### src/rtl/cch_pkg.sv
// Package for the compass calibration and heading block.
// Holds the word types of both channels, the queue word, codes and the CORDIC angle table.
// Used by every module under rtl; depends on nothing.
`default_nettype none

package cch_pkg;

   localparam int SAMPLE_WIDTH   = 16;
   localparam int DIFF_WIDTH     = SAMPLE_WIDTH + 1;
   localparam int PRESCALE_SHIFT = 24;
   // Room for the prescaled difference and the CORDIC gain.
   localparam int VEC_WIDTH      = DIFF_WIDTH + PRESCALE_SHIFT + 3;
   localparam int ANG_WIDTH      = 33;
   localparam int ANG_FRAC       = 16;
   localparam int HEAD_WIDTH     = 16;
   localparam int MAX_STEPS      = 24;
   localparam int CSR_IDX_WIDTH  = 2;

   localparam logic signed [HEAD_WIDTH-1:0] HALF_TURN    = 16'sd18000;
   localparam logic signed [HEAD_WIDTH-1:0] FAIL_HEADING = 16'sd18100;
   localparam logic signed [ANG_WIDTH-1:0]  TURN_SCALED  = 33'sd1179648000;
   localparam logic signed [ANG_WIDTH-1:0]  ROUND_HALF   = 33'sd32768;

   // Actions carried by an input word.
   localparam logic [1:0] ACT_CAL_SAMPLE = 2'd0;
   localparam logic [1:0] ACT_END_CAL    = 2'd1;
   localparam logic [1:0] ACT_HEADING    = 2'd2;
   localparam logic [1:0] ACT_RESTORE    = 2'd3;

   // Configuration register indexes.
   localparam logic [CSR_IDX_WIDTH-1:0] REG_STORED_X       = 2'd0;
   localparam logic [CSR_IDX_WIDTH-1:0] REG_STORED_Y       = 2'd1;
   localparam logic [CSR_IDX_WIDTH-1:0] REG_STORED_Z       = 2'd2;
   localparam logic [CSR_IDX_WIDTH-1:0] REG_STORED_PRESENT = 2'd3;

   // What the back end has to produce for a queued word.
   localparam logic [1:0] JOB_NONE  = 2'd0;
   localparam logic [1:0] JOB_FAIL  = 2'd1;
   localparam logic [1:0] JOB_ANGLE = 2'd2;

   typedef struct packed {
      logic [1:0]                     action;
      logic signed [SAMPLE_WIDTH-1:0] x_sample;
      logic signed [SAMPLE_WIDTH-1:0] y_sample;
      logic signed [SAMPLE_WIDTH-1:0] z_sample;
      logic                           read_ok;
   } req_type;

   typedef struct packed {
      logic signed [HEAD_WIDTH-1:0]   heading_centideg;
      logic                           heading_valid;
      logic                           calibrated;
      logic signed [SAMPLE_WIDTH-1:0] x_offset;
      logic signed [SAMPLE_WIDTH-1:0] y_offset;
      logic signed [SAMPLE_WIDTH-1:0] z_offset;
      logic                           accepted;
   } rsp_type;

   // Status that rides alongside the angle computation.
   typedef struct packed {
      logic [1:0]                     kind;
      logic                           calibrated;
      logic signed [SAMPLE_WIDTH-1:0] x_offset;
      logic signed [SAMPLE_WIDTH-1:0] y_offset;
      logic signed [SAMPLE_WIDTH-1:0] z_offset;
      logic                           accepted;
   } side_type;

   typedef struct packed {
      side_type                       side;
      logic signed [DIFF_WIDTH-1:0]   num;
      logic signed [DIFF_WIDTH-1:0]   den;
   } job_type;

   // atan(2^-i) in centidegrees scaled by 2^16, rounded.
   function automatic logic [31:0] atan_step(input int unsigned idx);
      logic [31:0] val;
      unique case (idx)
         0:  val = 32'd294912000;
         1:  val = 32'd174096719;
         2:  val = 32'd91987925;
         3:  val = 32'd46694507;
         4:  val = 32'd23437865;
         5:  val = 32'd11730358;
         6:  val = 32'd5866610;
         7:  val = 32'd2933484;
         8:  val = 32'd1466764;
         9:  val = 32'd733385;
         10: val = 32'd366693;
         11: val = 32'd183346;
         12: val = 32'd91673;
         13: val = 32'd45837;
         14: val = 32'd22918;
         15: val = 32'd11459;
         16: val = 32'd5730;
         17: val = 32'd2865;
         18: val = 32'd1432;
         19: val = 32'd716;
         20: val = 32'd358;
         21: val = 32'd179;
         22: val = 32'd90;
         23: val = 32'd45;
         default: val = 32'd0;
      endcase
      return val;
   endfunction

endpackage

`default_nettype wire

### src/rtl/cch_queue.sv
// Two-entry queue of job words between the front end and the CORDIC back end.
// Depends on cch_pkg for the job word type.
`default_nettype none

module cch_queue (
   input  wire               clock,
   input  wire               reset,
   input  wire               push_valid,
   output logic              push_ready,
   input  cch_pkg::job_type  push_job,
   output logic              pop_valid,
   input  wire               pop_ready,
   output cch_pkg::job_type  pop_job
);

   cch_pkg::job_type entry_ff [2];
   logic             wr_ptr_ff, rd_ptr_ff;
   logic [1:0]       count_ff, count_in;
   logic             do_push, do_pop;

   assign push_ready = (count_ff != 2'd2);
   assign pop_valid  = (count_ff != 2'd0);
   assign pop_job    = entry_ff[rd_ptr_ff];
   assign do_push    = push_valid && push_ready;
   assign do_pop     = pop_valid && pop_ready;

   always_comb begin
      count_in = count_ff;
      if (do_push && !do_pop) count_in = count_ff + 2'd1;
      if (do_pop && !do_push) count_in = count_ff - 2'd1;
   end

   always_ff @(posedge clock) begin
      if (reset) begin
         wr_ptr_ff <= 1'b0;
         rd_ptr_ff <= 1'b0;
         count_ff  <= 2'd0;
      end else begin
         if (do_push) wr_ptr_ff <= ~wr_ptr_ff;
         if (do_pop)  rd_ptr_ff <= ~rd_ptr_ff;
         count_ff <= count_in;
      end
   end

   always_ff @(posedge clock) begin
      if (do_push) entry_ff[wr_ptr_ff] <= push_job;
   end

endmodule

`default_nettype wire

### config.mk
export PLATFORM = sky130hd
export DESIGN_NAME = cch_queue
export DESIGN_NICKNAME = d
export VERILOG_FILES = /design/src/rtl/cch_pkg.sv /design/src/rtl/cch_queue.sv
export SDC_FILE = /design/constraint.sdc
export NUM_CORES = 1
export LEC_CHECK = 0
export ABC_AREA = 1
export BUFFER_PORTS_ARGS = -buffer_cell sky130_fd_sc_hd__buf_2
export CAP_MARGIN = 20
export CORE_ASPECT_RATIO = 0.9
export CORE_MARGIN = 4
export CORE_UTILIZATION = 49
export CTS_BUF_LIST = sky130_fd_sc_hd__clkbuf_4
export DETAILED_ROUTE_END_ITERATION = 8
export PLACE_DENSITY = 0.78
export SYNTH_ARGS = -nofsm -noshare
export SYNTH_HDL_FRONTEND = slang
export SYNTH_SLANG_ARGS = --single-unit
export TNS_END_PERCENT = 30
### constraint.sdc
create_clock -name clock -period 5.68 [get_ports clock]
set_clock_uncertainty 0.05 [all_clocks]
set_input_delay 1.136 -clock clock [delete_from_list [all_inputs] [get_ports clock]]
set_output_delay 1.136 -clock clock [all_outputs]
set_load 0.05 [all_outputs]
Yosys cells after proc, flatten, opt, wreduce, memory -nomap -nowiden
Memory sizes are Yosys's and may differ from the RTL's. A register that Yosys moved wholly into a read port is not among the register bits.
Cells that the tools add are included.
Word-level totals
  register bits: 4
  memory bits (writable): 172
  bits of input ports: 90
  memories kept: 1
Cells by class
  add/subtract/negate cells: 2
  eq/ne operators: 1
  mux-type cells: 6
  bitwise operators: 2
  reductions and logical operators: 8
Memories
  entry_ff: words 2, bits a word 86, read ports 1, clocked after Yosys merged registers in 1, write ports 1, RTL line cch_queue.sv:16  | cch_pkg::job_type entry_ff [2];
Operators with widths (count)
  logical AND 1 bit: 4
  two-way mux 1 bit: 4
  two-way mux 2 bit: 2
  nonzero test 2 bit: 2
  adder 2 x 1 -> 2 bit (second input constant): 1
  logical NOT 1 bit: 2
  inequality test 2 bit (second input constant): 1
  NOT 1 bit: 2
  subtractor 2 x 1 -> 2 bit (second input constant): 1

Longest topological paths before layout
  depth in word-level cells: 6
  mapped depth: 10
  depth with buffers taken out: 10

Worst setup path before layout
No wires, ideal clock.
  path type: input to register
  from: input push_valid
  to: memory entry_ff[0][0] (netlist name), enable pin
  arrival: 4.847 ns
  data required time: 5.098 ns
  slack: 0.252 ns
  stages on the path: 2
  buffers on the path: 0
  cells stage by stage: nand2_1 nor2_1
On the way
  word-level cells in the longest chain between the ends: 3
RTL lines
  start: declaration: RTL line cch_queue.sv:8  | input wire push_valid,
  logical AND 1 bit: RTL line cch_queue.sv:24  | assign do_push = push_valid && push_ready;
  two-way mux 1 bit: RTL line cch_queue.sv:46  | if (do_push) entry_ff[wr_ptr_ff] <= push_job;
  two-way mux 1 bit (not written as such): RTL line cch_queue.sv:46
  end: declaration: RTL line cch_queue.sv:16
Every way passes these cells.

==> results by group <==
Layout
  • Final core occ: roughly three fifths
  • Antenna cells: 0
  • Total Nets Final: just under 600
  • Share of layout cells above drive strength 1: 58.5%
  • Non-filler cells, final: 677
  • Area of the multi-input gates: 0.00124 mm2
  • Syn-to-layout area delta: 19.7%
  • Fin area: about 0.0080 mm2
  • Number of fillers in the final layout: 989
  • Most common cell after layout, fill and taps aside: buf_2
  • Register area: around 0.0053 mm2
  • Most frequent cells in the layout: buf_2 (177), edfxtp_1 (172), mux2_2 (46)

Timing
  • RSZ-0062 raised after global routing: no
  • Final slew viol count: 0
  • Min Tclk post-route: between 3000 and 4000 ps
  • Slew Limit Headroom: 30.5%
  • Worst hold slack: roughly 470 ps
  • Setup total negative slack: 0 ps
  • Final Hold Fails: 0
  • F_max: between 0.2 and 0.3 GHz
  • Setup violators final: 0
  • Final Cycle Share: around 70%
  • Worst Max-Slew Pin Slew: around 1000 ps

Synth
  • Area share of the largest cell type after synthesis: roughly 78%
  • Synth area leader: edfxtp_1
  • Syn Inst Count: approximately 310
  • Synthesis-stage register bit count: between 150 and 200
  • Synth unique cells: 15
  • Yosys Warn Count: 0
  • Sequential cell area fraction in the yosys report: approximately four fifths
  • Synth area leaders: edfxtp_1 (78%), mux2_4 (9.0%), mux2_2 (7.8%)
  • Synthesized Nets: 397
  • Mapped Avg Cell Area: ~22 um2
  • Mapped cell area: approximately 0.0067 mm2

Worst setup path
  • Worst R2R End: entry_ff[1][8]
  • Setup slack, reg-to-reg: 3160 ps
  • Critical path fanouts, max: ~70
  • Setup crit start kind: flop
  • Arrival @ worst endpoint: around 2700 ps
  • Worst setup EP type: primary output
  • Worst-case reg-to-reg path depth: 5
  • Req. time, crit path: between 4000 and 5000 ps
  • Crit path kind: reg -> out
  • Worst r2r src: count_ff[0]

Detailed routing
  • Pre-antenna DRT Iters: 5
  • Vias per std cell: around 5.0
  • Drt wl/cell: between 15 and 20 um
  • DRC: 0
  • 1st-iter DRT viols: ~190
  • WL final: between 10 and 15 mm
  • Via Count: roughly 3,400
  • Routed Antenna Nets: 0

Power
  • Power Density: ~430 mW/mm2
  • Leakage: between 3 and 4 nW
  • Net Sw Frac: 34.8%
  • Sw power: approximately 0.0012 W
  • Clock network fraction of total power: about a fifth
  • Combinational share of power: 30.3%
  • Seq pwr share: about half
  • Max IR drop VDD: around 0.00034 V
  • Internal Pwr Total: 0.00222 W

GRT
  • Initial antenna violation count: 0
  • Largest net degree at the start of global routing: 69
  • Remaining global-route overflow: 0
  • Vias in the first global route: between 3,000 and 4,000
  • First-pass GRT wire length: around 18 mm
  • Gr usage total: 15.3%

Clock network
  • Clk_lat worst skew: ~540 ps
  • Clk sinks: approximately 180
  • Htree depth: 4
  • Maximum clock path buffer count: 2
  • Setup Buffers After CTS: 0
  • Root buffer cell: clkbuf_4
  • Hold Buf Count CTS: 0
  • Reg clk slew, reported paths: 110 ps
  • CTS tree: built
  • Number of buffers created by CTS: 17
  • Post-CTS resize count: 0

Job
  • Max-cap viol count: 0

Placement
  • Placed Area: around 0.0077 mm2
  • I/O Buffers: between 150 and 200
  • DP HPWL: about 8.2 mm
  • Gp weighted congestion: roughly 0.76
  • Placed instance count: roughly 650

Floorplanning
  • Rows: 40
  • Die Span Y: between 100 and 150 um
  • Initial core utilization: 50.0%
  • Die footprint: around 0.016 mm2
  • CORE AREA: ~0.013 mm2
  • Die Wd: around 130 um
  • I/O pin total: about 180

Worst hold path
  • Worst hold stages: 2
  • Hold Startpoint: rd_ptr_ff
  • Hold crit path type: reg -> reg
  • Hold endpoint: rd_ptr_ff

Run status
  • Status: complete, no violations
==> power by group through the flow <==
stage	registers (W)	clock network [W]	logic (W)
final	0.00168	0.000693	0.00103
after CTS	0.00168	0.000711	0.00104
after global routing	0.00169	0.000774	0.00108
after floorplan	0.00167	0	0.000897
after global placement	0.00170	0	0.00102
after detailed placement	0.00171	0	0.00104
==> worst max path at each step <==
stage	to	slack [ps]
floorplan	entry_ff[0][0]	250
global placement	pop_job[80]	2370
detailed placement	pop_job[80]	2310
CTS	pop_job[80]	1690
global route	pop_job[80]	1590
finish	pop_job[80]	1780
==> sequential cells by signal (all words and copies together), names as in the netlist, named ones only <==
| signal | count |
|---|---|
| entry_ff | 172 |
| wr_ptr_ff | 1 |
| count_ff | 2 |
| rd_ptr_ff | 1 |
==> routing by layer <==
metal	part of all wire, %	track usage, %
met2	50	25.0
met4	1.5	6.17
met1	41	18.6
met3	7.6	4.88
met5	0	0
==> metrics by stage <==
stage               setup slack (ps)  total power (W)
detailed placement              2310          0.00275
CTS                             1690          0.00343
global placement                2370          0.00273
floorplan                        252          0.00256
global route                    1590          0.00355
finish                          1780          0.00340
==> worst max-delay path, cell delays in order (launching register included) <==
cell     delay (ps)
dfxtp_4        1050
buf_4           480
mux2_2          390
buf_2           210
==> area by class of cell <==
class / instances / area share [%]
clock buffer: 19 / 1.79
clock inverter: 12 / 1.78
inverter: 8 / 0.377
multi-input combinational: 111 / 15.6
sequential: 177 / 66.2
tap: 168 / 2.64
timing repair buffer: 182 / 11.6
==> synth_stat cells <==
| cell | count |
|---|---|
| nand2_1 | 8 |
| buf_12 | 4 |
| inv_1 | 8 |
| nor2_1 | 10 |
| edfxtp_1 | 172 |
| o21ai_0 | 3 |
| nand4_1 | 1 |
| buf_2 | 4 |
| a21oi_1 | 2 |
| mux2_2 | 46 |
| ha_1 | 1 |
| buf_6 | 1 |
| mux2_4 | 40 |
| dfxtp_1 | 5 |
| buf_8 | 1 |
==> kinds of logic (layout without fill, tap and decap cells) <==
| kind of cell | after synthesis | after routing | share of synthesized area, % |
|---|---|---|---|
| multiplexers | 86 | 86 | 16.8 |
| AND/OR/NAND/NOR | 19 | 19 | 1.11 |
| AO/OA/AOI/OAI | 5 | 5 | 0.376 |
| flip-flops | 177 | 177 | 79.2 |
| buffers and inverters | 18 | 221 | 2.35 |
| adder cells (fa/ha/maj) | 1 | 1 | 0.188 |
Power figures use the tool's default switching activity.
