$ cat config.mk
export PLATFORM = sky130hd
export DESIGN_NAME = cch_front
export DESIGN_NICKNAME = d
export VERILOG_FILES = /design/src/rtl/cch_pkg.sv /design/src/rtl/cch_front.sv
export SDC_FILE = /design/constraint.sdc
export NUM_CORES = 1
export LEC_CHECK = 0
export ABC_CLOCK_PERIOD_IN_PS = 5500
export BUFFER_PORTS_ARGS = -buffer_cell sky130_fd_sc_hd__buf_4
export CAP_MARGIN = 10
export CORE_ASPECT_RATIO = 0.8
export CORE_UTILIZATION = 57
export CTS_CLUSTER_SIZE = 25
export DETAILED_ROUTE_END_ITERATION = 6
export HOLD_SLACK_MARGIN = 0.05
export PLACE_DENSITY = 0.77
export SYNTH_ARGS = -nofsm -noshare
export SYNTH_HDL_FRONTEND = slang
export SYNTH_SLANG_ARGS = --single-unit
export TNS_END_PERCENT = 100
$ cat constraint.sdc
create_clock -name clock -period 5.5 [get_ports clock]
set_clock_uncertainty 0.2 [all_clocks]
set_input_delay 1.1 -clock clock [delete_from_list [all_inputs] [get_ports clock]]
set_output_delay 1.1 -clock clock [all_outputs]
set_load 0.05 [all_outputs]
$ cat src/rtl/cch_pkg.sv
// Package for the compass calibration and heading block.
// Holds the word types of both channels, the queue word, codes and the CORDIC angle table.
// Used by every module under rtl; depends on nothing.
`default_nettype none

package cch_pkg;

   localparam int SAMPLE_WIDTH   = 16;
   localparam int DIFF_WIDTH     = SAMPLE_WIDTH + 1;
   localparam int PRESCALE_SHIFT = 24;
   // Room for the prescaled difference and the CORDIC gain.
   localparam int VEC_WIDTH      = DIFF_WIDTH + PRESCALE_SHIFT + 3;
   localparam int ANG_WIDTH      = 33;
   localparam int ANG_FRAC       = 16;
   localparam int HEAD_WIDTH     = 16;
   localparam int MAX_STEPS      = 24;
   localparam int CSR_IDX_WIDTH  = 2;

   localparam logic signed [HEAD_WIDTH-1:0] HALF_TURN    = 16'sd18000;
   localparam logic signed [HEAD_WIDTH-1:0] FAIL_HEADING = 16'sd18100;
   localparam logic signed [ANG_WIDTH-1:0]  TURN_SCALED  = 33'sd1179648000;
   localparam logic signed [ANG_WIDTH-1:0]  ROUND_HALF   = 33'sd32768;

   // Actions carried by an input word.
   localparam logic [1:0] ACT_CAL_SAMPLE = 2'd0;
   localparam logic [1:0] ACT_END_CAL    = 2'd1;
   localparam logic [1:0] ACT_HEADING    = 2'd2;
   localparam logic [1:0] ACT_RESTORE    = 2'd3;

   // Configuration register indexes.
   localparam logic [CSR_IDX_WIDTH-1:0] REG_STORED_X       = 2'd0;
   localparam logic [CSR_IDX_WIDTH-1:0] REG_STORED_Y       = 2'd1;
   localparam logic [CSR_IDX_WIDTH-1:0] REG_STORED_Z       = 2'd2;
   localparam logic [CSR_IDX_WIDTH-1:0] REG_STORED_PRESENT = 2'd3;

   // What the back end has to produce for a queued word.
   localparam logic [1:0] JOB_NONE  = 2'd0;
   localparam logic [1:0] JOB_FAIL  = 2'd1;
   localparam logic [1:0] JOB_ANGLE = 2'd2;

   typedef struct packed {
      logic [1:0]                     action;
      logic signed [SAMPLE_WIDTH-1:0] x_sample;
      logic signed [SAMPLE_WIDTH-1:0] y_sample;
      logic signed [SAMPLE_WIDTH-1:0] z_sample;
      logic                           read_ok;
   } req_type;

   typedef struct packed {
      logic signed [HEAD_WIDTH-1:0]   heading_centideg;
      logic                           heading_valid;
      logic                           calibrated;
      logic signed [SAMPLE_WIDTH-1:0] x_offset;
      logic signed [SAMPLE_WIDTH-1:0] y_offset;
      logic signed [SAMPLE_WIDTH-1:0] z_offset;
      logic                           accepted;
   } rsp_type;

   // Status that rides alongside the angle computation.
   typedef struct packed {
      logic [1:0]                     kind;
      logic                           calibrated;
      logic signed [SAMPLE_WIDTH-1:0] x_offset;
      logic signed [SAMPLE_WIDTH-1:0] y_offset;
      logic signed [SAMPLE_WIDTH-1:0] z_offset;
      logic                           accepted;
   } side_type;

   typedef struct packed {
      side_type                       side;
      logic signed [DIFF_WIDTH-1:0]   num;
      logic signed [DIFF_WIDTH-1:0]   den;
   } job_type;

   // atan(2^-i) in centidegrees scaled by 2^16, rounded.
   function automatic logic [31:0] atan_step(input int unsigned idx);
      logic [31:0] val;
      unique case (idx)
         0:  val = 32'd294912000;
         1:  val = 32'd174096719;
         2:  val = 32'd91987925;
         3:  val = 32'd46694507;
         4:  val = 32'd23437865;
         5:  val = 32'd11730358;
         6:  val = 32'd5866610;
         7:  val = 32'd2933484;
         8:  val = 32'd1466764;
         9:  val = 32'd733385;
         10: val = 32'd366693;
         11: val = 32'd183346;
         12: val = 32'd91673;
         13: val = 32'd45837;
         14: val = 32'd22918;
         15: val = 32'd11459;
         16: val = 32'd5730;
         17: val = 32'd2865;
         18: val = 32'd1432;
         19: val = 32'd716;
         20: val = 32'd358;
         21: val = 32'd179;
         22: val = 32'd90;
         23: val = 32'd45;
         default: val = 32'd0;
      endcase
      return val;
   endfunction

endpackage

`default_nettype wire

$ cat src/rtl/cch_front.sv
// Front end: accepts input words, keeps the calibration state and the stored offsets,
// and hands one job word per input to the queue. Depends on cch_pkg.
`default_nettype none

module cch_front (
   input  wire                                    clock,
   input  wire                                    reset,
   input  wire                                    req_valid,
   output logic                                   req_ready,
   input  cch_pkg::req_type                       req_data,
   input  wire                                    csr_valid,
   input  wire [cch_pkg::CSR_IDX_WIDTH-1:0]       csr_index,
   input  wire [cch_pkg::SAMPLE_WIDTH-1:0]        csr_data,
   input  wire                                    push_ready,
   output logic                                   push_valid,
   output cch_pkg::job_type                       push_job
);

   localparam int SW = cch_pkg::SAMPLE_WIDTH;
   localparam int DW = cch_pkg::DIFF_WIDTH;
   localparam logic signed [SW-1:0] SMAX = {1'b0, {(SW-1){1'b1}}};
   localparam logic signed [SW-1:0] SMIN = {1'b1, {(SW-1){1'b0}}};

   logic signed [SW-1:0] min_x_ff, max_x_ff, min_y_ff, max_y_ff, min_z_ff, max_z_ff;
   logic signed [SW-1:0] min_x_in, max_x_in, min_y_in, max_y_in, min_z_in, max_z_in;
   logic signed [SW-1:0] x_off_ff, y_off_ff, z_off_ff;
   logic signed [SW-1:0] x_off_in, y_off_in, z_off_in;
   logic                 cal_done_ff, cal_done_in;
   logic signed [SW-1:0] st_x_ff, st_y_ff, st_z_ff;
   logic                 st_present_ff;
   logic                 accept;
   logic                 acc;
   logic [1:0]           kind;

   function automatic logic signed [SW-1:0] midpoint(input logic signed [SW-1:0] lo,
                                                     input logic signed [SW-1:0] hi);
      logic signed [SW:0] sum;
      logic signed [SW:0] adj;
      sum = {lo[SW-1], lo} + {hi[SW-1], hi};
      // Adding the sign bit before the shift rounds toward zero.
      adj = sum + {{SW{1'b0}}, sum[SW]};
      return adj[SW:1];
   endfunction

   assign req_ready  = push_ready;
   assign accept     = req_valid && push_ready;
   assign push_valid = accept;

   always_comb begin
      min_x_in    = min_x_ff;
      max_x_in    = max_x_ff;
      min_y_in    = min_y_ff;
      max_y_in    = max_y_ff;
      min_z_in    = min_z_ff;
      max_z_in    = max_z_ff;
      x_off_in    = x_off_ff;
      y_off_in    = y_off_ff;
      z_off_in    = z_off_ff;
      cal_done_in = cal_done_ff;
      acc         = 1'b0;
      kind        = cch_pkg::JOB_NONE;
      unique case (req_data.action)
         cch_pkg::ACT_CAL_SAMPLE: begin
            if (req_data.read_ok) begin
               if (req_data.x_sample < min_x_ff) min_x_in = req_data.x_sample;
               if (req_data.x_sample > max_x_ff) max_x_in = req_data.x_sample;
               if (req_data.y_sample < min_y_ff) min_y_in = req_data.y_sample;
               if (req_data.y_sample > max_y_ff) max_y_in = req_data.y_sample;
               if (req_data.z_sample < min_z_ff) min_z_in = req_data.z_sample;
               if (req_data.z_sample > max_z_ff) max_z_in = req_data.z_sample;
               acc = 1'b1;
            end
         end
         cch_pkg::ACT_END_CAL: begin
            x_off_in    = midpoint(min_x_ff, max_x_ff);
            y_off_in    = midpoint(min_y_ff, max_y_ff);
            z_off_in    = midpoint(min_z_ff, max_z_ff);
            cal_done_in = 1'b1;
            acc         = 1'b1;
         end
         cch_pkg::ACT_HEADING: begin
            acc  = req_data.read_ok;
            kind = req_data.read_ok ? cch_pkg::JOB_ANGLE : cch_pkg::JOB_FAIL;
         end
         cch_pkg::ACT_RESTORE: begin
            if (st_present_ff) begin
               x_off_in    = st_x_ff;
               y_off_in    = st_y_ff;
               z_off_in    = st_z_ff;
               cal_done_in = 1'b1;
               acc         = 1'b1;
            end
         end
      endcase
   end

   always_comb begin
      push_job.side.kind       = kind;
      push_job.side.calibrated = cal_done_in;
      push_job.side.x_offset   = x_off_in;
      push_job.side.y_offset   = y_off_in;
      push_job.side.z_offset   = z_off_in;
      push_job.side.accepted   = acc;
      push_job.num = {req_data.x_sample[SW-1], req_data.x_sample} - {x_off_ff[SW-1], x_off_ff};
      push_job.den = {req_data.y_sample[SW-1], req_data.y_sample} - {y_off_ff[SW-1], y_off_ff};
   end

   always_ff @(posedge clock) begin
      if (reset) begin
         min_x_ff    <= SMAX;
         min_y_ff    <= SMAX;
         min_z_ff    <= SMAX;
         max_x_ff    <= SMIN;
         max_y_ff    <= SMIN;
         max_z_ff    <= SMIN;
         x_off_ff    <= '0;
         y_off_ff    <= '0;
         z_off_ff    <= '0;
         cal_done_ff <= 1'b0;
      end else if (accept) begin
         min_x_ff    <= min_x_in;
         min_y_ff    <= min_y_in;
         min_z_ff    <= min_z_in;
         max_x_ff    <= max_x_in;
         max_y_ff    <= max_y_in;
         max_z_ff    <= max_z_in;
         x_off_ff    <= x_off_in;
         y_off_ff    <= y_off_in;
         z_off_ff    <= z_off_in;
         cal_done_ff <= cal_done_in;
      end
   end

   always_ff @(posedge clock) begin
      if (reset) begin
         st_x_ff       <= '0;
         st_y_ff       <= '0;
         st_z_ff       <= '0;
         st_present_ff <= 1'b0;
      end else if (csr_valid) begin
         unique case (csr_index)
            cch_pkg::REG_STORED_X:       st_x_ff       <= csr_data;
            cch_pkg::REG_STORED_Y:       st_y_ff       <= csr_data;
            cch_pkg::REG_STORED_Z:       st_z_ff       <= csr_data;
            cch_pkg::REG_STORED_PRESENT: st_present_ff <= csr_data[0];
         endcase
      end
   end

   // The difference width must cover a sample minus an offset.
   if (DW != SW + 1) begin : g_bad_width
      $error("difference width mismatch");
   end

endmodule

`default_nettype wire

Yosys cells after proc, flatten, opt, wreduce, memory -nomap -nowiden
Cells that the tools add are included.
Widths: inputs -> output; s select.
{"block": "op_classes", "n_addsub": 8, "n_div": 0, "eq_ne": 6, "shifts": 0, "reduce_logical": 13, "n_mux": 13, "multipliers": 0, "bitwise": 0, "magnitude_cmp": 6}
{"operator": "$pmux 16 s2", "count": 3}
{"operator": "$add 16x16->17", "count": 3}
{"operator": "$add 17x1->17", "count": 3}
{"operator": "$gt 16x16->1", "count": 3}
{"operator": "$lt 16x16->1", "count": 3}
{"operator": "$mux 16", "count": 3}
{"operator": "$sub 16x16->17", "count": 2}
{"operator": "$reduce_and 4->1", "count": 6}
{"operator": "$eq 2x2->1 const B", "count": 4}
{"operator": "$reduce_and 2->1", "count": 4}
{"operator": "$eq 2x1->1 const B", "count": 2}
{"operator": "$logic_not 2->1", "count": 2}
{"operator": "$mux 2", "count": 2}
{"operator": "$pmux 1 s4", "count": 1}
{"operator": "$mux 1", "count": 3}
{"operator": "$pmux 1 s2", "count": 1}
{"operator": "$logic_and 1x1->1", "count": 1}
{"block": "totals", "mem_bits_ro": 0, "ramBits": 0, "n_memories": 0, "out_inout_bits": 88, "latch_bits": 0, "elab_cells": 60, "ff_bits": 194, "in_bits": 74}

Logic depth before layout (Yosys ltp)
{"block": "logic_depth", "depth_word": 3, "mapped_depth": 18, "depth_no_buf": 18}

Worst setup path before layout
No wires, ideal clock.
{"block": "synth_path", "path_kind": "reg2out", "startpoint": "register min_z_ff[0]", "endpoint": "output port push_job[46] (netlist bit)", "path_stages_with_launch": 17, "t_required_ps": 4200, "arrival_ps": 4367, "setup_slack_ps": -167, "path_buffers": 0, "cell_sequence": "dfxtp_1 -> ha_1 -> fa_1 -> a21oi_1 -> o21ai_2 -> a2111oi_2 -> o211ai_1 -> a31oi_2 -> nor2_1 -> nor2b_1 -> ha_1 -> nand2_1 -> nor3_1 -> nand2_1 -> nor2_1 -> xnor2_1 -> o21ai_0"}
{"item": "start: declaration", "line_no": "cch_front.sv:24", "text": "logic signed [SW-1:0] min_x_ff, max_x_ff, min_y_ff, max_y_ff, min_z_ff, max_z_ff;"}
{"item": "start signal: assignment", "line_no": "cch_front.sv:123", "text": "min_z_ff <= min_z_in;"}
{"item": "end: declaration", "line_no": "cch_front.sv:16", "text": "output cch_pkg::job_type push_job"}

==> impl_summary.md <==
Run status
The run finished, with violations left. The checks that failed: setup timing.

Detailed routing
The total detailed-routing wirelength is 44.23 mm. After the first detailed-routing iteration, the DRC count stood at 1383. The mean routed wirelength per cell is 18.13 um. The DRC violation count after routing is 0. The count of nets left with antenna violations once routing finished came out at 0. The final route contains 14.80k vias.

Dividing the detail-routed via count by the number of cells gives 6.067. The detailed-routing iteration count for the pre-antenna-repair pass is 6.

Global route
The number of global-route vias before repair is 13.58k. Entering global routing, the biggest net connects 69 pins. The leftover overflow at the end of global routing is 0. The number of antenna violations at the first check in global routing is 2. Global routing consumed, over all layers together, 32.11% of the routing resources. The first global-routing pass estimated 69.68 mm of wire.

Clock network
The maximum clock insertion buffer count is 2. The number of buffers created by CTS is 17. The CTS tree is yes.

The cell sitting at the root of the clock tree is a clkbuf_16. Clock-pin slew was measured on the worst setup and hold paths at 0.07 ns. The count of clock tree sinks is 194. The maximum level of the CTS H-tree is 4. The hold buffer count at CTS is 0. Clock latency on the worst-skew pair, taken at its later pin, is 0.45 ns.

Place
At the end of routability-driven placement, the weighted congestion stood at 0.9201. Detailed placement ended at an HPWL of 33.43 mm. Port buffering added 161 buffers. Once placement finished, the instance area stood at 16530 um^2.

Critical path
The worst register-to-register path begins at min_z_ff[0]. The maximum net fanout on the critical path is 3. Measured in cells, the most critical reg-to-reg path has a length of 19. In this run the critical register-to-register path is captured at z_off_ff[13]. The kind of end point of the critical path is a primary output. At the worst endpoint, the arrival time is 4.30 ns. Data on the critical path is required at its endpoint by 4.20 ns. By startpoint and endpoint, the worst setup path is classified as register to primary output. Across all register-to-register paths, the minimum setup slack is 1.32 ns. The worst setup path is launched from a register. In this run the worst setup path begins at min_z_ff[0].

Hold path
The beginning of the worst hold path is z_off_ff[4]. The path with the worst hold slack has its endpoint at z_off_ff[4]. The worst hold path passes through 2 cells. The class of the tightest hold or removal check is register to register.

Finish
Of the cells placed in the final design, the portion with a size suffix greater than 1 is 14.74%. The area added between synthesis and finish is 16.54%. The post-route cell area is 17550 um^2. The diode insertion count for antenna repair is 0. Cells fill 68.47% of the core in the end.

In the final design database the tool counted 2331 nets.

Logic synthesis
The number of library cell types mapped by synthesis is 87. The synthesized net count is 2191. Sorting the synthesized cells by area gives the leading types as dfxtp_1 26%, ha_1 15%, mux2i_1 5.6%.

The fraction of synthesized cell area taken by the top area cell type is 25.79%. The count of state elements after synthesis is 194. Yosys printed 0 warnings.

Among all flip-flop cells after synthesis, the most frequent one is dfxtp_1. Sequential cells were found to cover 25.79% of the synthesized design area. The cell type with the largest total area after synthesis is dfxtp_1. The synthesized cell area is 15060 um^2. The count of flip-flops with a built-in enable after synthesis is 0.

The fraction of synthesis flops using an asynchronous set or reset pin is 0%. Counting every instance in the synthesized netlist gives 1936. Each instance of the synthesized netlist takes up on average 7.780 um^2.

Floorplan
The floorplan step set the die width to 183.7 um. The number of cell rows is 52. For this configuration, the core starts out at a cell density of 58.76%. 162 I/O pins were placed. The area of the die is 27080 um^2. In this run the standard cell core region covers 25630 um^2.

The die extent in y is 147.4 um.

Timing
The final sum of negative setup slack is -0.1953 ns. Setup violations remaining at the end of the flow were counted as 3. The final number of max-transition violations is 0. Setup slack on the critical path of the routed design comes to -0.1029 ns. The highest achievable clock rate is 178.5 MHz. The time the final worst path needs with I/O delays and setup is 5.603 ns. Hold is met by 0.2584 ns. The final clock period utilization by the worst path is 101.9%. The actual transition at the worst max-transition pin is 1.242 ns.

The number of hold-slack violations in the final timing report is 0. The worst pin sits at a relative slew slack of 16.83%. Setup repair after global routing could not meet its margin everywhere.

Run
The tool flagged a number of max-cap violations equal to 0.

Pwr
Dividing total power by cell area gives a power density of 259.3 nW/um^2. In this run the static leakage power is 0.008231 uW. The total power draw is 4551 uW. The peak supply drop is 0.2317 mV.
final cells by class:
type	count	area, um^2
multi-input cells	1484	10390
fillers	2155	8082
repair buffers	205	1587
well taps	351	439.2
clock buffers	17	425.4
flip-flops and latches	194	3891
clock inverters	15	168.9
inverters	174	653.1
layer usage:
metal  share of wire (%)  GRT usage [%]  vias up
met3                 8.9          5.888       55
met2                  44          50.36      616
met4                 1.6          7.083        2
li1                    -              -     7110
met5               0.038              0        -
met1                  45          45.66     7020
layout by cell type, fill, tap and decap left out, types with 28 or more instances in the layout:
| cell type | count |
|---|---|
| inv_1 | 172 |
| ha_1 | 170 |
| o21a_1 | 34 |
| xor2_1 | 32 |
| xnor2_1 | 46 |
| dfxtp_1 | 190 |
| a21oi_1 | 146 |
| a21o_1 | 42 |
| a22oi_1 | 28 |
| nor2_1 | 206 |
| nor3_1 | 40 |
| o21ai_0 | 68 |
| nor2b_1 | 32 |
| nand2_1 | 218 |
| buf_4 | 197 |
| mux2i_1 | 85 |
critical path, stage by stage, from the launching register on:
cell,delay (ns)
dfxtp_4,0.36
ha_4,0.16
fa_2,0.37
a21oi_4,0.20
o21ai_4,0.10
a2111oi_4,0.32
o211ai_1,0.17
a31oi_2,0.24
nor2_1,0.08
nor2b_1,0.16
ha_2,0.22
nand2_2,0.06
nor3_2,0.13
buf_4,0.18
nand2_4,0.07
nor3_4,0.23
xnor2_2,0.11
a222oi_1,0.43
inv_1,0.10
buf_6,0.17
how the worst max path moves through the flow:
stage	to	slack, ns	cells after the start
5_1_grt	push_job[48]	-0.25	19
3_5_place_dp	push_job[48]	-0.12	19
2_1_floorplan	push_job[58]	0.04	15
3_3_place_gp	push_job[48]	0.07	19
4_1_cts	push_job[48]	-0.09	19
6_report	push_job[48]	-0.10	19
registers in the layout (all words and copies together), names as in the netlist:
register       cells
min_y_ff          16
min_x_ff          16
max_z_ff          16
st_z_ff           16
x_off_ff          16
min_z_ff          16
max_x_ff          16
st_present_ff      1
st_y_ff           16
st_x_ff           16
max_y_ff          16
cal_done_ff        1
y_off_ff          16
z_off_ff          16
power breakdown:
group          internal [uW]  switching (uW)  leakage [uW]  total, uW
clock                    685             621      0.000284       1310
combinational            636            1140       0.00637       1770
sequential              1440            27.8       0.00158       1470
cell families (layout without fill, tap and decap cells):
kind of cell / count (synthesis) / after routing / synth area share (%)
buffers and inverters: 258 / 411 / 7.003
muxes: 89 / 89 / 5.948
AOI/OAI and AO/OA: 485 / 485 / 21.42
adders and majority gates: 181 / 181 / 15.28
and+or+nand+nor: 646 / 646 / 19.60
xor gates and xnor gates: 83 / 83 / 4.951
DFF: 194 / 194 / 25.78
what timing repair did:
item                       in CTS  in global routing
setup endpoints to repair      12                 19
gates resized for setup        24                 33
setup buffers                   8                 14
pin swaps                      15                 27
synth_stat cells (42+ instances only):
cell type and n:
nand2_1 222, nor2_1 206, dfxtp_1 194, ha_1 176
inv_1 174, a21oi_1 149, mux2i_1 85, o21ai_0 70
clkbuf_1 63, xnor2_1 50, a21o_1 42, nor3_1 42
metrics by stage:
| step | setup slack (ns) | std cells |
|---|---|---|
| after detailed placement | -0.1225 | 2385 |
| after global routing | -0.2498 | 2440 |
| after floorplan | 0.03589 | 1936 |
| after CTS | -0.08704 | 2425 |
| final | -0.1029 | 2440 |
| after global placement | 0.07486 | 2385 |
Note: power is estimated with default switching activity, not from simulation.
